==> src/rtl/core/spra_pkg.sv <==
// shared types and constants of the spi register access master
package spra_pkg;

   localparam int OPCODE_W = 2;
   localparam int ADDR_W   = 6;
   localparam int DATA_W   = 8;
   localparam int FRAME_W  = 16;
   localparam int COUNT_W  = 4;

   localparam logic [OPCODE_W-1:0] OP_TICK  = 2'd0;
   localparam logic [OPCODE_W-1:0] OP_WRITE = 2'd1;
   localparam logic [OPCODE_W-1:0] OP_READ  = 2'd2;

   localparam logic [ADDR_W-1:0]  ADDR_MASK  = 6'h3f;
   localparam logic [DATA_W-1:0]  WRITE_FLAG = 8'h80;
   localparam logic [COUNT_W-1:0] LAST_BIT   = 4'd15;

   typedef struct packed {
      logic [OPCODE_W-1:0] opcode;
      logic [ADDR_W-1:0]   reg_addr;
      logic [DATA_W-1:0]   write_data;
      logic                miso;
   } req_type;

   typedef struct packed {
      logic              chip_select_n;
      logic              mosi;
      logic              clock_pulse;
      logic              busy_res;
      logic              done_res;
      logic [DATA_W-1:0] read_byte;
   } rsp_type;

endpackage

==> src/rtl/core/spra_req_if.sv <==
// request channel interface of the spi register access master
interface spra_req_if import spra_pkg::*; ();
   logic                valid;
   logic                ready;
   logic [OPCODE_W-1:0] opcode;
   logic [ADDR_W-1:0]   reg_addr;
   logic [DATA_W-1:0]   write_data;
   logic                miso;

   modport source (output valid, output opcode, output reg_addr, output write_data,
                   output miso, input ready);
   modport sink (input valid, input opcode, input reg_addr, input write_data,
                 input miso, output ready);
endinterface

==> src/rtl/core/spra_rsp_if.sv <==
// response channel interface of the spi register access master
interface spra_rsp_if import spra_pkg::*; ();
   logic              valid;
   logic              ready;
   logic              chip_select_n;
   logic              mosi;
   logic              clock_pulse;
   logic              busy_res;
   logic              done_res;
   logic [DATA_W-1:0] read_byte;

   modport source (output valid, output chip_select_n, output mosi, output clock_pulse,
                   output busy_res, output done_res, output read_byte, input ready);
   modport sink (input valid, input chip_select_n, input mosi, input clock_pulse,
                 input busy_res, input done_res, input read_byte, output ready);
endinterface

==> src/rtl/core/spra_engine.sv <==
// access state and per-bit-period logic of the spi register access master
module spra_engine import spra_pkg::*; (
   input  logic    clock,
   input  logic    reset,
   input  logic    accept,
   input  req_type req_data,
   output rsp_type rsp_data
);

   logic               active_ff,  active_in;
   logic               is_read_ff, is_read_in;
   logic [COUNT_W-1:0] count_ff,   count_in;
   logic [FRAME_W-1:0] tx_ff,      tx_in;
   logic [DATA_W-1:0]  rx_ff,      rx_in;

   logic               start;
   logic [DATA_W-1:0]  cmd;
   logic               cur_active;
   logic               cur_read;
   logic [COUNT_W-1:0] cur_count;
   logic [FRAME_W-1:0] cur_tx;
   logic [DATA_W-1:0]  cur_rx;
   logic               last;

   always_comb begin
      start = !active_ff && (req_data.opcode == OP_WRITE || req_data.opcode == OP_READ);
      cmd   = {1'b0, req_data.reg_addr & ADDR_MASK, 1'b0};
      if (req_data.opcode == OP_WRITE) begin
         cmd = cmd | WRITE_FLAG;
      end

      // a start loads the frame and is itself the first bit period
      cur_active = active_ff || start;
      cur_read   = start ? (req_data.opcode == OP_READ) : is_read_ff;
      cur_count  = start ? '0 : count_ff;
      cur_rx     = start ? '0 : rx_ff;
      if (start) begin
         cur_tx = (req_data.opcode == OP_WRITE) ? {cmd, req_data.write_data}
                                                : {cmd, {DATA_W{1'b0}}};
      end else begin
         cur_tx = tx_ff;
      end

      last       = (cur_count == LAST_BIT);
      active_in  = active_ff;
      is_read_in = is_read_ff;
      count_in   = count_ff;
      tx_in      = tx_ff;
      rx_in      = rx_ff;
      rsp_data   = '{chip_select_n: 1'b1, mosi: 1'b0, clock_pulse: 1'b0, busy_res: 1'b0,
                     done_res: 1'b0, read_byte: '0};

      if (cur_active) begin
         tx_in      = {cur_tx[FRAME_W-2:0], 1'b0};
         is_read_in = cur_read;
         // data half of a read shifts miso in
         rx_in      = (cur_read && cur_count[COUNT_W-1]) ? {cur_rx[DATA_W-2:0], req_data.miso}
                                                         : cur_rx;
         active_in  = !last;
         count_in   = last ? '0 : cur_count + 1'b1;
         rsp_data.chip_select_n = 1'b0;
         rsp_data.mosi          = cur_tx[FRAME_W-1];
         rsp_data.clock_pulse   = 1'b1;
         rsp_data.busy_res      = 1'b1;
         rsp_data.done_res      = last;
         rsp_data.read_byte     = (last && cur_read) ? rx_in : '0;
      end
   end

   always_ff @(posedge clock) begin
      if (reset) begin
         active_ff <= 1'b0;
         count_ff  <= '0;
      end else if (accept) begin
         active_ff <= active_in;
         count_ff  <= count_in;
      end
   end

   always_ff @(posedge clock) begin
      if (accept) begin
         is_read_ff <= is_read_in;
         tx_ff      <= tx_in;
         rx_ff      <= rx_in;
      end
   end

`ifndef SYNTH
   a_idle_count_zero: assert property (@(posedge clock) disable iff (reset)
      !active_ff |-> count_ff == '0)
      else $error("bit counter not cleared while idle");

   a_done_in_access: assert property (@(posedge clock) disable iff (reset)
      accept && rsp_data.done_res |-> rsp_data.busy_res && !rsp_data.chip_select_n)
      else $error("done outside an access");

   a_release_after_last: assert property (@(posedge clock) disable iff (reset)
      accept && active_ff && count_ff == LAST_BIT |=> !active_ff)
      else $error("access not released after last bit");

   a_stay_active: assert property (@(posedge clock) disable iff (reset)
      accept && active_ff && count_ff != LAST_BIT |=> active_ff && count_ff != '0)
      else $error("access ended early");
`endif

endmodule

==> src/rtl/core/spi_register_access_master.sv <==
// top level of the spi register access master
//
// each request on req is one sck bit period. opcode write or read while idle
// starts a sixteen-period access: command byte (address shifted left by one,
// bit 7 set on a write) then the data byte, msb first, chip select low
// throughout. a read drives mosi low and shifts miso in over the last eight
// periods. any request while busy, or a tick or the unused opcode while idle, is a plain period.
// every request yields exactly one response on rsp carrying chip select,
// mosi, clock pulse, busy, done and the read byte for that period.
// the response is registered: it sits in the output register the cycle
// after its request is accepted.
// throughput: one request per cycle while the receiver does not stall; the per-period logic is a single pass
// between the access state registers and the output register.
// a stalled receiver holds the output register; req.ready stays high as long
// as the register is empty or is being drained in the same cycle.
// reset (synchronous, active high) empties the output register and returns
// the access state to idle.
module spi_register_access_master import spra_pkg::*; (
   input logic       clock,
   input logic       reset,
   spra_req_if.sink  req,
   spra_rsp_if.source rsp
);

   logic    accept;
   req_type req_data;
   rsp_type step_rsp;

   logic    rsp_valid_ff, rsp_valid_in;
   rsp_type rsp_data_ff,  rsp_data_in;

   // take a request whenever the output register is free this cycle
   assign req.ready = !rsp_valid_ff || rsp.ready;
   assign accept    = req.valid && req.ready;

   assign req_data = '{opcode: req.opcode, reg_addr: req.reg_addr,
                       write_data: req.write_data, miso: req.miso};

   spra_engine u_engine (
      .clock    (clock),
      .reset    (reset),
      .accept   (accept),
      .req_data (req_data),
      .rsp_data (step_rsp)
   );

   // output register
   always_comb begin
      rsp_valid_in = rsp_valid_ff;
      rsp_data_in  = rsp_data_ff;
      if (accept) begin
         rsp_valid_in = 1'b1;
         rsp_data_in  = step_rsp;
      end else if (rsp.ready) begin
         rsp_valid_in = 1'b0;
      end
   end

   always_ff @(posedge clock) begin
      if (reset) begin
         rsp_valid_ff <= 1'b0;
      end else begin
         rsp_valid_ff <= rsp_valid_in;
      end
   end

   always_ff @(posedge clock) begin
      rsp_data_ff <= rsp_data_in;
   end

   assign rsp.valid         = rsp_valid_ff;
   assign rsp.chip_select_n = rsp_data_ff.chip_select_n;
   assign rsp.mosi          = rsp_data_ff.mosi;
   assign rsp.clock_pulse   = rsp_data_ff.clock_pulse;
   assign rsp.busy_res      = rsp_data_ff.busy_res;
   assign rsp.done_res      = rsp_data_ff.done_res;
   assign rsp.read_byte     = rsp_data_ff.read_byte;

endmodule

==> src/flat_wrapper.sv <==
// flat-port wrapper written by rule: the top's interface ports become plain ports
module spi_register_access_master_flat import spra_pkg::*;
  (clock, reset, req_valid, req_opcode, req_reg_addr, req_write_data, req_miso, req_ready, rsp_valid, rsp_chip_select_n, rsp_mosi, rsp_clock_pulse, rsp_busy_res, rsp_done_res, rsp_read_byte, rsp_ready);
  spra_req_if req_i ();
  spra_rsp_if rsp_i ();
  input logic clock;
  input logic reset;
  input wire logic [$bits(req_i.valid)-1:0] req_valid;
  input wire logic [$bits(req_i.opcode)-1:0] req_opcode;
  input wire logic [$bits(req_i.reg_addr)-1:0] req_reg_addr;
  input wire logic [$bits(req_i.write_data)-1:0] req_write_data;
  input wire logic [$bits(req_i.miso)-1:0] req_miso;
  output wire logic [$bits(req_i.ready)-1:0] req_ready;
  output wire logic [$bits(rsp_i.valid)-1:0] rsp_valid;
  output wire logic [$bits(rsp_i.chip_select_n)-1:0] rsp_chip_select_n;
  output wire logic [$bits(rsp_i.mosi)-1:0] rsp_mosi;
  output wire logic [$bits(rsp_i.clock_pulse)-1:0] rsp_clock_pulse;
  output wire logic [$bits(rsp_i.busy_res)-1:0] rsp_busy_res;
  output wire logic [$bits(rsp_i.done_res)-1:0] rsp_done_res;
  output wire logic [$bits(rsp_i.read_byte)-1:0] rsp_read_byte;
  input wire logic [$bits(rsp_i.ready)-1:0] rsp_ready;
  assign req_i.valid = req_valid;
  assign req_i.opcode = req_opcode;
  assign req_i.reg_addr = req_reg_addr;
  assign req_i.write_data = req_write_data;
  assign req_i.miso = req_miso;
  assign req_ready = req_i.ready;
  assign rsp_valid = rsp_i.valid;
  assign rsp_chip_select_n = rsp_i.chip_select_n;
  assign rsp_mosi = rsp_i.mosi;
  assign rsp_clock_pulse = rsp_i.clock_pulse;
  assign rsp_busy_res = rsp_i.busy_res;
  assign rsp_done_res = rsp_i.done_res;
  assign rsp_read_byte = rsp_i.read_byte;
  assign rsp_i.ready = rsp_ready;
  spi_register_access_master u_core (.clock(clock), .reset(reset), .req(req_i), .rsp(rsp_i));
endmodule
==> config.mk <==
export PLATFORM = sky130hd
export DESIGN_NAME = spi_register_access_master_flat
export DESIGN_NICKNAME = d
export VERILOG_FILES = /design/src/rtl/core/spra_pkg.sv /design/src/rtl/core/spra_req_if.sv /design/src/rtl/core/spra_rsp_if.sv /design/src/rtl/core/spra_engine.sv /design/src/rtl/core/spi_register_access_master.sv /design/src/flat_wrapper.sv
export SDC_FILE = /design/constraint.sdc
export NUM_CORES = 1
export LEC_CHECK = 0
export ABC_AREA = 1
export BUFFER_PORTS_ARGS = -buffer_cell sky130_fd_sc_hd__buf_2
export CAP_MARGIN = 20
export CORE_UTILIZATION = 54
export DETAILED_ROUTE_END_ITERATION = 12
export PLACE_DENSITY = 0.78
export SKIP_CTS_REPAIR_TIMING = 1
export SLEW_MARGIN = 20
export SYNTH_ARGS = -nofsm -noshare
export SYNTH_HDL_FRONTEND = slang
export SYNTH_SLANG_ARGS = --single-unit
==> constraint.sdc <==
create_clock -name clock -period 2.8 [get_ports clock]
set_input_delay 0.56 -clock clock [delete_from_list [all_inputs] [get_ports clock]]
set_output_delay 0.56 -clock clock [all_outputs]
set_load 0.05 [all_outputs]
==> results of run 1 <==
stage by stage:
stage	worst slack [ps]	hold slack (ps)	std cells	instance area, µm²	utilization (%)
after floorplan	432	452	188	1950	-
after global placement	728	478	265	2150	63.5
after detailed placement	690	496	265	2150	63.5
after CTS	1060	422	273	2200	65.0
after global routing	895	438	273	2200	65.0
final	1050	431	273	2200	65.0
path summary, 6_finish.rpt:
check | start | to | depth (start not counted)
setup reg to reg | u_core.u_engine.active_ff | u_core.rsp.read_byte[6] | 7
setup / recovery | req_opcode[0] | u_core.rsp.read_byte[6] | 10
hold / removal | reset | u_core.rsp.valid | 2
hold reg to reg | u_core.u_engine.count_ff[1] | u_core.u_engine.count_ff[1] | 2
layout by cell type (no fill, tap or decap):
cell type,instances
dfxtp_1,6
edfxtp_1,36
a21oi_1,4
nor2_1,12
clkbuf_4,5
and2_1,3
clkinv_1,1
buf_2,35
inv_1,25
nand2_1,49
a211oi_1,1
buf_4,3
nor2_2,6
ha_1,3
nand3_1,17
nor2_4,2
inv_2,3
xnor2_1,1
and3_1,1
clkinv_2,1
o21ai_2,6
o21bai_1,2
nand3_4,1
nand2_4,2
clkbuf_1,1
nand3_2,1
logic make-up after synthesis:
kind of cell               synth area share (%)
xor gates and xnor gates                  0.450
buffers and inverters                      8.03
and+or+nand+nor                            23.1
AOI/OAI and AO/OA                          4.88
adders and majority gates                  1.93
DFF                                        61.7
flip-flops by register name, summed over array words and instances (netlist names):
name	cells
u_core.u_engine.count_ff	4
u_core.rsp.busy_res	1
u_core.rsp.done_res	1
u_core.rsp.chip_select_n	1
u_core.u_engine.active_ff	1
u_core.rsp.valid	1
u_core.u_engine.is_read_ff	1
u_core.rsp.read_byte	8
u_core.u_engine.rx_ff	8
u_core.rsp.mosi	1
u_core.u_engine.tx_ff	15
cell type report:
type                       instances  area, µm²
clock buffer                       6       41.3
clock inverter                     2       8.76
fill                             289       1190
inverter                          28        105
multi-input combinational        111        591
sequential                        42       1200
tap                               46       57.6
timing repair buffer              38        198
power groups by stage:
stage	Sequential (W)	Combinational (W)	Clock (W)
2_1_floorplan	0.000808	0.000132	0
3_3_place_gp	0.000771	0.000216	0
3_5_place_dp	0.000772	0.000219	0
4_1_cts	0.000758	0.000220	0.000283
5_1_grt	0.000763	0.000246	0.000302
6_report	0.000758	0.000218	0.000275
worst reg2reg max path, cell delays in order, from the launching register on:
cell and delay [ps]:
dfxtp_1 460, inv_2 90, nand2_4 220, nand3_4 220, inv_1 150, nand2_1 50, and2_1 160, nor2_1 80
routing by layer:
| layer | GRT usage (%) | part of all wire [%] | vias up |
|---|---|---|---|
| met5 | 0 | 0 | - |
| li1 | - | - | 684 |
| met4 | 7.94 | 1.9 | 0 |
| met3 | 5.59 | 6.0 | 5 |
| met2 | 28.9 | 46 | 41 |
| met1 | 23.1 | 46 | 586 |
==> out/metrics.yaml, run 1 <==
syn_to_final_growth_pct: 13.0
antenna_found_initial: 0
synth_ff_type: "edfxtp_1"
critPathMostFrequentCell: "inv_1"
maxSlewHeadroom_pct: 71.9
cts_sinks: 42
clk_pin_slew_ps: 120
crit_type: "in -> reg"
overflow: 0
ys_types: 24
cts_tree: "built"
track_usage_pct: 18.2
max_freq_mhz: 573
ant_nets: 0
drive_gt1_share_pct: 28.6
power.switching_w: 0.000354
ff2ff_setup_slack_ps: 1230
peakVddDrop_mv: 0.315
h-tree-depth: 2
wl_per_cell_um: 10.8
p_seq_share_pct: 60.6
cp_max_fo: 24
yosysTopAreaCellShare_pct: 55.5
postSynthAreaPerCell_um2: 10.4
chipWidth_um: 62.1
synth_edf_count: 36
clk_path_buf_depth: 2
fin_skew_ps: 9.02
place_congestion: 0.792
worst-path-buf-inv: 4
hpwl_um: 2140
synth_area_leaders: "edfxtp_1 (55%), nand2_1 (9.4%), dfxtp_1 (6.2%), inv_1 (4.8%), nand3_1 (4.4%)"
p_leak_nw: 1.01
critical_path.slowest_cell: "ha_1"
grt_max_degree: 25
vias: 1316
crit_path_end_kind: "flip-flop"
synth_most_common_cell: "nand2_1"
crit_arrival_ps: 1960
std_cell_rows: 21
grt_pass1_wl_um: 4910
cts-buffers-inserted: 5
max_stage_delay_ps: 290
grt_pass1_vias: 1172
p_int_w: 0.000898
period_minus_slack_ps: 1750
yosys_warnings: 0
finalPower_w: 0.00125
numPortBuffers: 35
clk-insertion-delay-late_ps: 350
synthCells: 188
start_util_pct: 57.5
setup_viol: 0
synth_area_leader_cell: "edfxtp_1"
switching_share_pct: 28.3
core_um2: 3390
p_per_area_nw_per_um2: 568
die_area_um2: 3850
clockPowerShare_pct: 22.0
async_reset_ff_share_pct: 0
initialDrtViolationCount: 41
vias_per_cell: 4.82
start_kind: "input pin"
tightestPinTransition_ps: 421
synth_top_cells_by_count: "nand2_1 (49), edfxtp_1 (36), inv_1 (25), nand3_1 (17), nor2_1 (12)"
synth-seq-cells: 42
status: "finished clean"
fp.dieH_um: 62.1
drc_errors: 0
period_share_pct: 62.3
hold_violations: 0
path_cells: "buf_2 -> inv_1 -> ha_1 -> inv_1 -> nand2_4 -> nand3_4 -> inv_1 -> nand2_1 -> and2_1 -> nor2_1"
antenna_cells: 0
finalSetupTns_ps: 0
drt_pass1_iterations: 4
min_path_type: "in -> reg"
power_frac_comb_pct: 17.5
grt_setup_unrepaired: "false"
crit_required_ps: 3020
netlist_area_um2: 1950
finalMaxSlewViolations: 0
layout.nets: 250
yosysSeqAreaShare_pct: 61.7
synth.net_count: 212
drv_cap: 0
clock-root-buffer: "clkbuf_4"
wirelength_um: 2960
boundaryPins: 36
crit_family: "simple AND/OR/NAND/NOR gates"
(Power assumes the default switching activity.)
==> inputs of run 2 (changes only) <==
--- a/config.mk
+++ b/config.mk
@@ -8,9 +8,9 @@
 export ABC_AREA = 1
 export BUFFER_PORTS_ARGS = -buffer_cell sky130_fd_sc_hd__buf_2
 export CAP_MARGIN = 20
-export CORE_UTILIZATION = 54
+export CORE_UTILIZATION = 49
 export DETAILED_ROUTE_END_ITERATION = 12
-export PLACE_DENSITY = 0.78
+export PLACE_DENSITY = 0.74
 export SKIP_CTS_REPAIR_TIMING = 1
 export SLEW_MARGIN = 20
 export SYNTH_ARGS = -nofsm -noshare
==> constraint.sdc (replaced) <==
create_clock -name clock -period 1.4 [get_ports clock]
set_input_delay 0.28 -clock clock [delete_from_list [all_inputs] [get_ports clock]]
set_output_delay 0.28 -clock clock [all_outputs]
set_load 0.05 [all_outputs]
==> run 2 against run 1 <==
Clock power grew to 2.6 times the previous value; critical path type unchanged; via count rose by 5.7%; critical endpoint is now u_core.rsp.read_byte[7]; register-to-register slack worse by 1100 ps.
==> out/metrics.yaml, run 2 (synthesis results as in run 1) <==
finalMaxSlewViolations: 0  # unchanged
final_common_cell: "nand2_1"
chipWidth_um: 65.1  # +4.8%
power_frac_comb_pct: 19.4  # +1.9 points
boundaryPins: 36  # unchanged
hold_violations: 0  # unchanged
crit_type: "in -> reg"
power.switching_w: 0.000769  # +120%
fp.dieH_um: 65.1  # +4.8%
clk_path_buf_depth: 2  # unchanged
h-tree-depth: 2  # unchanged
syn_to_final_growth_pct: 26.7
maxSlewHeadroom_pct: 77.5  # +5.6 points
use_met2_pct: 29.9  # +1.1 points
cts_tree: "built"
status: "finished clean"
overflow: 0  # unchanged
vias_per_cell: 4.78  # -0.84%
layout_common_cells: "nand2_1 (47), edfxtp_1 (36), buf_2 (35), inv_1 (22), nand3_1 (17)"
fin_worst_hold_slack_ps: 228  # -203 ps
peakVddDrop_mv: 0.651  # +110%
p_seq_share_pct: 54.4  # -6.2 points
drv_cap: 0  # unchanged
switching_share_pct: 27.6  # -0.66 points
numPortBuffers: 35  # unchanged
core_um2: 3740  # +10%
grtUsageMet3_pct: 5.46  # -0.13 points
place_congestion: 0.765  # -3.4%
gr-max-usage-layer: "met2"
clk_pin_slew_ps: 80  # -40 ps
die_area_um2: 4230  # +9.9%
crit_arrival_ps: 1500  # -460 ps
p_per_area_nw_per_um2: 1130  # +99%
grt_pass1_vias: 1302  # +11%
hpwl_um: 2430  # +13%
final_util_pct: 65.9  # +0.94 points
regMostFlops: "u_core.u_engine.tx_ff"
crit_required_ps: 1550  # -1470 ps
fin_skew_ps: 5.34  # -3.67 ps
vias: 1391  # +5.7%
setup_viol: 0  # unchanged
wl_per_cell_um: 11.3  # +4.4%
dp_slack_ps: -318  # -1010 ps
clockPowerShare_pct: 26.2  # +4.2 points
grt_setup_unrepaired: "true"
track_usage_pct: 17.8  # -0.36 points
std_cell_rows: 22  # +4.8%
clk-insertion-delay-late_ps: 290  # -60 ps
antenna_found_initial: 0  # unchanged
cp_max_fo: 14  # -42%
grt.met1_usage_pct: 22.6  # -0.51 points
drive_gt1_share_pct: 37.9  # +9.2 points
wirelength_um: 3300  # +11%
drt_pass1_iterations: 4  # unchanged
fin_ws_ps: 45.2  # -1010 ps
p_leak_nw: 1.10  # +9.7%
period_minus_slack_ps: 1350
min_path_type: "in -> reg"
clock-root-buffer: "clkbuf_8"
antenna_cells: 0  # unchanged
period_share_pct: 96.8
crit_path_end_kind: "flip-flop"
cts-buffers-inserted: 5  # unchanged
cts_sinks: 42  # unchanged
max_freq_mhz: 738
start_util_pct: 52.0  # -5.4 points
tightestPinTransition_ps: 337  # -84.3 ps
largest_reg_flops: 15  # unchanged
initialDrtViolationCount: 49  # +20%
layout.nets: 266  # +6.4%
start_kind: "input pin"
grt_pass1_wl_um: 5660  # +15%
p_int_w: 0.00202  # +120%
grt_max_degree: 24  # -4.0%
drc_errors: 0  # unchanged
ant_nets: 0  # unchanged
run 2: cell types whose count changed in the layout (fill, tap and decap cells not counted), sizes merged:
| cell | before | now |
|---|---|---|
| buf | 38 | 54 |
run 2: power groups by stage:
stage / Sequential (W) / Combinational (W) / Clock [W]
after global placement: 0.00154 / 0.000519 / 0
after global routing: 0.00153 / 0.000595 / 0.000786
after floorplan: 0.00162 / 0.000293 / 0
after CTS: 0.00152 / 0.000530 / 0.000745
final: 0.00152 / 0.000541 / 0.000728
after detailed placement: 0.00154 / 0.000528 / 0
run 2: layout make-up:
class	instances	area [µm²]
clock buffer	6	72.6
clock inverter	2	8.76
fill	314	1280
inverter	28	110
multi-input combinational	111	672
sequential	42	1210
tap	48	60.1
timing repair buffer	54	338
run 2: stage by stage:
step / power [W] / cells / instance area (µm²) / setup TNS (ps)
global route: 0.00291 / 291 / 2470 / -6.01
finish: 0.00278 / 291 / 2470 / 0
CTS: 0.00279 / 291 / 2450 / -129
global placement: 0.00206 / 283 / 2360 / -6280
detailed placement: 0.00207 / 283 / 2360 / -6820
floorplan: 0.00191 / 188 / 2030 / -4460
run 2: per-layer routing:
metal  vias to the layer above  part of all wire (%)
li1                        717                     -
met1                       643                    47
met2                        27                    49
met3                         4                   3.4
met4                         0                  0.94
met5                         -                     0
run 2: path summary, 6_finish.rpt:
check | from | to | slack, ps | cells after the start
setup / recovery | req_opcode[0] | u_core.rsp.read_byte[7] | 50 | 10
hold / removal | reset | u_core.rsp.valid | 230 | 2
hold reg to reg | u_core.rsp.valid | u_core.rsp.valid | 510 | 2
setup reg to reg | u_core.u_engine.active_ff | u_core.rsp.read_byte[7] | 100 | 7
run 2: critical path, stage by stage:
cell	delay [ps]
buf_2	130
inv_6	30
ha_4	280
inv_2	60
nand2_4	90
nand3_4	160
buf_4	190
o21ai_2	120
inv_1	60
nor2_2	110
